**src/rtl/core/svws_pkg.sv**
```systemverilog
// shared constants, types and command/status bundles of the servo waypoint scheduler
// no dependencies; used by every module under rtl/core
package svws_pkg;

   localparam int NUM_SERVOS            = 20;
   localparam int QUEUE_DEPTH           = 8;
   localparam int TIME_UNITS_PER_SECOND = 1000000;

   localparam int SERVO_W = 5;
   localparam int TIME_W  = 32;
   localparam int POS_W   = 16;
   localparam int SPEED_W = 16;
   localparam int IDX_W   = (NUM_SERVOS > 1) ? $clog2(NUM_SERVOS) : 1;
   localparam int HEAD_W  = $clog2(QUEUE_DEPTH);
   localparam int CNT_W   = $clog2(QUEUE_DEPTH + 1);
   localparam int SLOTS   = NUM_SERVOS * QUEUE_DEPTH;
   localparam int ADDR_W  = (SLOTS > 1) ? $clog2(SLOTS) : 1;
   localparam int TUPS_W  = $clog2(TIME_UNITS_PER_SECOND + 1);
   localparam int NUM_W   = POS_W + TUPS_W;
   localparam int DEN_W   = TIME_W + 4;
   localparam int DIV_W   = (NUM_W > DEN_W + SPEED_W) ? NUM_W : DEN_W + SPEED_W;

   localparam logic [1:0] ACT_TICK   = 2'd0;
   localparam logic [1:0] ACT_ADD    = 2'd1;
   localparam logic [1:0] ACT_SAMPLE = 2'd2;

   typedef enum logic [1:0] {
      KIND_CMD    = 2'd0,
      KIND_DONE   = 2'd1,
      KIND_ALL    = 2'd2,
      KIND_REJECT = 2'd3
   } kind_type;

   typedef struct packed {
      logic [TIME_W-1:0] t_start;
      logic [TIME_W-1:0] t_end;
      logic [POS_W-1:0]  goal;
      logic [15:0]       gain;
      logic              started;
   } entry_type;

   typedef struct packed {
      logic     latch;
      logic     pres_wr;
      logic     rd_back;
      logic     rd_front;
      logic     trim_dec;
      logic     append;
      logic     idx_clr;
      logic     idx_inc;
      logic     pop;
      logic     flag_clr;
      logic     note_count;
      logic     mark;
      logic     div_start;
      logic     emit;
      kind_type kind;
      logic     flush;
   } cmd_type;

   typedef struct packed {
      logic [1:0] act;
      logic       servo_ok;
      logic       cnt_zero;
      logic       cnt_one;
      logic       cnt_full;
      logic       trim_hit;
      logic       retire_hit;
      logic       start_hit;
      logic       idx_last;
      logic       all_done;
      logic       div_done;
      logic       can_emit;
      logic       pend_valid;
   } stat_type;

endpackage

```
**src/rtl/core/svws_ctrl.sv**
```systemverilog
// controller state machine: sequences add, sample and tick requests over the datapath
// depends on svws_pkg
module svws_ctrl (
   input  logic               clock,
   input  logic               reset,
   input  logic               req_valid,
   output logic               req_ready,
   output svws_pkg::cmd_type  cmd,
   input  svws_pkg::stat_type st
);
   import svws_pkg::*;

   typedef enum logic [3:0] {
      S_IDLE, S_DISP, S_A_CHK, S_A_EVAL, S_A_FIT, S_REJ,
      S_R_CHK, S_R_EVAL, S_R_DONE, S_R_NEXT, S_ALL,
      S_S_CHK, S_S_EVAL, S_S_DIV, S_S_NEXT, S_FLUSH
   } state_type;

   state_type state_ff, state_in;
   logic      ready_ff;

   always_comb begin
      cmd      = '0;
      cmd.kind = KIND_CMD;
      state_in = state_ff;
      case (state_ff)
         S_IDLE: begin
            if (req_valid && ready_ff) begin
               cmd.latch = 1'b1;
               state_in  = S_DISP;
            end
         end
         S_DISP: begin
            case (st.act)
               ACT_SAMPLE: begin
                  cmd.pres_wr = st.servo_ok;
                  state_in    = S_IDLE;
               end
               ACT_ADD:  state_in = st.servo_ok ? S_A_CHK : S_REJ;
               ACT_TICK: begin
                  cmd.idx_clr  = 1'b1;
                  cmd.flag_clr = 1'b1;
                  state_in     = S_R_CHK;
               end
               default: state_in = S_IDLE;
            endcase
         end
         // trim the back of the queue
         S_A_CHK: begin
            if (st.cnt_zero) state_in = S_A_FIT;
            else begin
               cmd.rd_back = 1'b1;
               state_in    = S_A_EVAL;
            end
         end
         S_A_EVAL: begin
            if (st.trim_hit) begin
               cmd.trim_dec = 1'b1;
               state_in     = S_A_CHK;
            end else state_in = S_A_FIT;
         end
         S_A_FIT: begin
            if (st.cnt_full) state_in = S_REJ;
            else begin
               cmd.append = 1'b1;
               state_in   = S_FLUSH;
            end
         end
         S_REJ: begin
            if (st.can_emit) begin
               cmd.emit = 1'b1;
               cmd.kind = KIND_REJECT;
               state_in = S_FLUSH;
            end
         end
         // retire pass
         S_R_CHK: begin
            if (st.cnt_zero) state_in = S_R_NEXT;
            else begin
               cmd.rd_front = 1'b1;
               state_in     = S_R_EVAL;
            end
         end
         S_R_EVAL: begin
            if (st.retire_hit) begin
               cmd.pop  = 1'b1;
               state_in = st.cnt_one ? S_R_DONE : S_R_CHK;
            end else state_in = S_R_NEXT;
         end
         S_R_DONE: begin
            if (st.can_emit) begin
               cmd.emit = 1'b1;
               cmd.kind = KIND_DONE;
               state_in = S_R_NEXT;
            end
         end
         S_R_NEXT: begin
            cmd.note_count = 1'b1;
            if (st.idx_last) state_in = S_ALL;
            else begin
               cmd.idx_inc = 1'b1;
               state_in    = S_R_CHK;
            end
         end
         S_ALL: begin
            if (!st.all_done) begin
               cmd.idx_clr = 1'b1;
               state_in    = S_S_CHK;
            end else if (st.can_emit) begin
               cmd.emit    = 1'b1;
               cmd.kind    = KIND_ALL;
               cmd.idx_clr = 1'b1;
               state_in    = S_S_CHK;
            end
         end
         // start pass
         S_S_CHK: begin
            if (st.cnt_zero) state_in = S_S_NEXT;
            else begin
               cmd.rd_front = 1'b1;
               state_in     = S_S_EVAL;
            end
         end
         S_S_EVAL: begin
            if (st.start_hit) begin
               cmd.mark      = 1'b1;
               cmd.div_start = 1'b1;
               state_in      = S_S_DIV;
            end else state_in = S_S_NEXT;
         end
         S_S_DIV: begin
            if (st.div_done && st.can_emit) begin
               cmd.emit = 1'b1;
               cmd.kind = KIND_CMD;
               state_in = S_S_NEXT;
            end
         end
         S_S_NEXT: begin
            if (st.idx_last) state_in = S_FLUSH;
            else begin
               cmd.idx_inc = 1'b1;
               state_in    = S_S_CHK;
            end
         end
         S_FLUSH: begin
            if (st.can_emit) begin
               cmd.flush = 1'b1;
               state_in  = S_IDLE;
            end
         end
         default: state_in = S_IDLE;
      endcase
   end

   always_ff @(posedge clock) begin
      if (reset) begin
         state_ff <= S_IDLE;
         ready_ff <= 1'b1;
      end else begin
         state_ff <= state_in;
         ready_ff <= state_in == S_IDLE;
      end
   end

   assign req_ready = ready_ff;

endmodule

```
**config.mk**
```make
export PLATFORM = sky130hd
export DESIGN_NAME = svws_ctrl
export DESIGN_NICKNAME = d
export VERILOG_FILES = /design/src/rtl/core/svws_pkg.sv /design/src/rtl/core/svws_ctrl.sv
export SDC_FILE = /design/constraint.sdc
export NUM_CORES = 1
export LEC_CHECK = 0
export BUFFER_PORTS_ARGS = -buffer_cell sky130_fd_sc_hd__buf_2
export CAP_MARGIN = 30
export CORE_MARGIN = 3
export CORE_UTILIZATION = 40
export CTS_CLUSTER_SIZE = 20
export DETAILED_ROUTE_END_ITERATION = 10
export PLACE_DENSITY_LB_ADDON = 0.3
export SLEW_MARGIN = 10
export SYNTH_ARGS = -nofsm -noshare
export SYNTH_HDL_FRONTEND = slang
export SYNTH_SLANG_ARGS = --single-unit
```
**constraint.sdc**
```tcl
create_clock -name clock -period 2 [get_ports clock]
set_input_delay 0.2 -clock clock [delete_from_list [all_inputs] [get_ports clock]]
set_output_delay 0.2 -clock clock [all_outputs]
set_load 0.01 [all_outputs]
```
Yosys cells after proc, flatten, opt, wreduce, memory -nomap -nowiden:

Cells that the tools add are included.

* equality and inequality tests: 17
* reduce and logical (&&, ||, !) cells: 7
* muxes and demuxes: 50

Operators by type and width (number)
* 4-bit one-hot mux with 16 select lines: 1
* 4-bit 2-to-1 mux: 12
* 4-bit equality test (second input constant): 8
* 3-bit 2-to-1 mux: 9
* 1-bit 2-to-1 mux: 21
* 4-bit by 3-bit equality test with 1-bit output (second input constant): 4
* 3-bit one-hot mux with 4 select lines: 1
* 4-bit by 2-bit equality test with 1-bit output (second input constant): 2
* 4-bit zero test: 2
* 2-bit 2-to-1 mux: 4
* 3-bit one-hot mux with 2 select lines: 1
* 4-bit by 1-bit equality test with 1-bit output (second input constant): 1
* 2-bit OR reduction: 2
* 2-bit by 1-bit equality test with 1-bit output (second input constant): 1
* 2-bit equality test (second input constant): 1
* 1-bit logical AND: 2
* 2-bit zero test: 1
* 1-bit one-hot mux with 2 select lines: 1

* register bits: 5
* word-level logic and storage cells: 76
* input port bits: 17

Depth between registers and ports, before layout:

* word-level depth: 4
* depth in mapped cells: 7
* mapped depth without buffers: 5

Worst setup path before layout:

No wires, ideal clock.

* kind: reg2reg
* start: register state_ff[1]
* end: register ready_ff (netlist: req_ready)
* arrival time: 1.631 ns
* slack: 0.252 ns
* path buffers: 1
* period minus slack after synthesis: 1.748 ns
* cell stages (with the launch flop): 7
* cell sequence: dfxtp_1 > buf_6 > or4b_4 > or3_4 > o41ai_2 > nor4_2 > a41o_1

* cells in the longest elaborated chain, start to end: 4

RTL lines
* from (decl): line svws_ctrl.sv:19 `state_type state_ff, state_in;`
* from (signal assigned): line svws_ctrl.sv:160 `state_ff <= state_in;`
* 4-bit 2-to-1 mux: line svws_ctrl.sv:109 `end else if (st.can_emit) begin`
* 4-bit 2-to-1 mux: line svws_ctrl.sv:106 `if (!st.all_done) begin`
* 4-bit one-hot mux with 16 select lines *: line svws_ctrl.sv:26 `case (state_ff)`
* 4-bit zero test *: line svws_ctrl.sv:161 `ready_ff <= state_in == S_IDLE;`
* to (signal assigned): line svws_ctrl.sv:158 `ready_ff <= 1'b1;`
* to (signal assigned): line svws_ctrl.sv:161
* to (decl): line svws_ctrl.sv:20 `logic ready_ff;`

Every way passes the cells marked *; elsewhere a longest branch is shown, timed or not.
A chain may end at the register's enable or synchronous reset.

==> flow_metrics.tcl <==
set metrics [dict create \
    r2r_cells 6 \
    clk_pin_slew_ns 0.05 \
    fp.dieH_um 48.6 \
    cts_max_path_buffers 2 \
    wirelength_mm 2.16 \
    place_inst 161 \
    wl_per_cell_um 13.1 \
    area_growth_pct 30.3 \
    period_minus_slack_ns 1.93 \
    instances_no_fill 165 \
    crit_chain "or4b_4 -> or3_4 -> o21ai_0 -> buf_2" \
    htree_num_levels 1 \
    dieWidth_um 48.6 \
    grt.overflow.total 0 \
    drc 0 \
    final_cell_area_sq_um 947 \
    portBuffers 33 \
    final-max-slew-violation-count 0 \
    grt_use_total 0.187 \
    grt_pass1_wl_mm 3.62 \
    tritoncts "built" \
    placed_area_sq_um 918 \
    leakagePower_nw 0.448 \
    syn-mean-instance-area_sq_um 6.73 \
    syn-num-nets 125 \
    hold_viol 0 \
    pwr_density_cell_nw_per_um2 1020 \
    ant_nets 0 \
    drtPass1Iterations 4 \
    crit_path_start "state_ff[3]" \
    gp_congestion 0.877 \
    root_buffer "clkbuf_4" \
    irDropWorstVdd_mv 0.496 \
    path_max_fanout 10 \
    core_sq_um 1610 \
    synth_top_area_frac 0.138 \
    yosys_most_used_dff "dfxtp_1" \
    cts.sink_count 5 \
    end_kind "output pin" \
    initial_core_util 0.451 \
    setup_violations 0 \
    fin_nets 159 \
    rsz0062_at_grt "false" \
    maxCapViolations 0 \
    skew_ns 0.00490 \
    drt_iter0_markers 27 \
    cts_buffers 3 \
    maxSlewHeadroom 0.598 \
    grt_pass1_vias 824 \
    synth-seq-cells 5 \
    cp_num_buf_inv 1 \
    syn_inst 108 \
    pin_count 35 \
    status "completed" \
    hp-class "in -> reg" \
    cpPeakStageDelay_ns 0.53 \
    drive_gt1_frac 0.376 \
    cp_top_family "simple AND/OR/NAND/NOR gates" \
    vias_per_cell 5.63 \
    r2r_slack_ns 0.24 \
    yosys_warnings 0 \
    fin_crit_sh 0.967 \
    r2r_start "state_ff[1]" \
    std_cell_rows 14 \
    rr_endpoint "req_ready" \
    final_util 0.588 \
    fillerInstances 180 \
    cp.required_ns 1.80 \
    critPathLaunchType "flip-flop" \
    grt_start_max_net_pins 20 \
    syn_area_sq_um 727 \
    clk_latency_ns 0.25 \
    netlist_top_cells_area "dfxtp_1 (14%), a21oi_1 (6.9%), nor2_1 (6.7%), nor3_1 (4.8%), nand2b_1 (4.3%)" \
    vias 929 \
    diodes 0 \
    hpwl_mm 1.74 \
    ys_types 38 \
    antenna_found_initial 0 \
    synth_largest_area_cell "dfxtp_1" \
    cp_num_cells 4 \
    tightest_slew_ns 0.588 \
    fmax_mhz 517 \
    ys_seq_area_frac 0.138 \
    cp.arrival_ns 1.73 \
    fin_setup_tns_ns 0 \
    synth-async-reset-ratio 0 \
    path_class "reg -> out" \
    slowest_stage "or4b_4" \
    endpoint "cmd[10]" \
    dieArea_sq_um 2360 \
    synth_edf_count 0 \
]
## sequential cells by signal, indices dropped and copies added, names as in the netlist
signal / cells
req_ready: 1
state_ff: 4
## worst min-delay path by stage
stage	start	endpoint	slack (ns)	depth (start not counted)
CTS	reset	state_ff[0]	0.17	2
global placement	reset	state_ff[1]	0.42	2
floorplan	reset	state_ff[1]	0.27	1
global route	reset	state_ff[2]	0.18	2
detailed placement	reset	state_ff[0]	0.42	2
finish	reset	state_ff[0]	0.16	2
## Yosys cell counts (2+ instances only)
cell type,instances
dfxtp_1,5
clkbuf_1,5
a41o_1,2
and3_1,2
o22ai_1,2
nor3_1,7
nand3_1,4
a21oi_1,10
mux2_2,2
nor2b_1,2
and4_1,2
a31oi_1,2
nand2b_1,5
o21ai_0,4
and2_1,2
nand2_1,5
inv_1,6
buf_2,3
nor4_1,4
a211oi_1,4
nor2_1,13
## through the flow
stage / hold WS (ns) / total power, mW / setup slack (ns)
after detailed placement: 0.422 / 0.841 / 0.238
after CTS: 0.166 / 0.964 / 0.0241
after global routing: 0.178 / 1.05 / 0.00461
after floorplan: 0.269 / 0.661 / 0.252
final: 0.164 / 0.971 / 0.0665
after global placement: 0.420 / 0.830 / 0.242
## cells by family (layout without fill, tap and decap cells)
| kind of cell | after synthesis | count (layout) | synth area share |
|---|---|---|---|
| flops | 5 | 5 | 0.138 |
| buf+inv | 17 | 50 | 0.108 |
| simple gates | 51 | 51 | 0.392 |
| mux | 3 | 3 | 0.0447 |
| compound gates | 32 | 32 | 0.317 |
## layout make-up
class | count | area [sq um] | area share
flip-flops and latches | 5 | 103 | 0.108
multi-input cells | 86 | 548 | 0.579
clock buffers | 4 | 26.3 | 0.0277
repair buffers | 40 | 218 | 0.230
well taps | 24 | 30.0 | 0.0317
inverters | 6 | 22.5 | 0.0238
## timing repair
item                                    CTS  global route
setup buffers                             0             0
gates resized for setup                   0             2
hold buffers                              0             0
endpoints found under the setup margin    0             3
## power breakdown
part	internal, mW	switching, mW	leakage (nW)
sequential	0.138	0.0289	0.0420
combinational	0.293	0.388	0.391
clock	0.0757	0.0466	0.0150
## routing by layer
| metal | routed length [um] | global-route usage | up-vias |
|---|---|---|---|
| met5 | 0 | 0 | - |
| met4 | 16 | 0.0569 | 0 |
| met3 | 124 | 0.0307 | 3 |
| met2 | 1030 | 0.310 | 31 |
| met1 | 995 | 0.245 | 423 |
| li1 | - | - | 472 |
## layout by cell type, fill, tap and decap left out, types with 4 or more instances in the layout
master,instances
nor4_1,4
nor3_1,7
a21oi_1,10
nor2_1,13
inv_1,6
nand2b_1,5
nand3_1,4
a211oi_1,4
buf_2,33
o21ai_0,4
nand2_1,5
buf_4,7
Power figures use the tool's default switching activity.
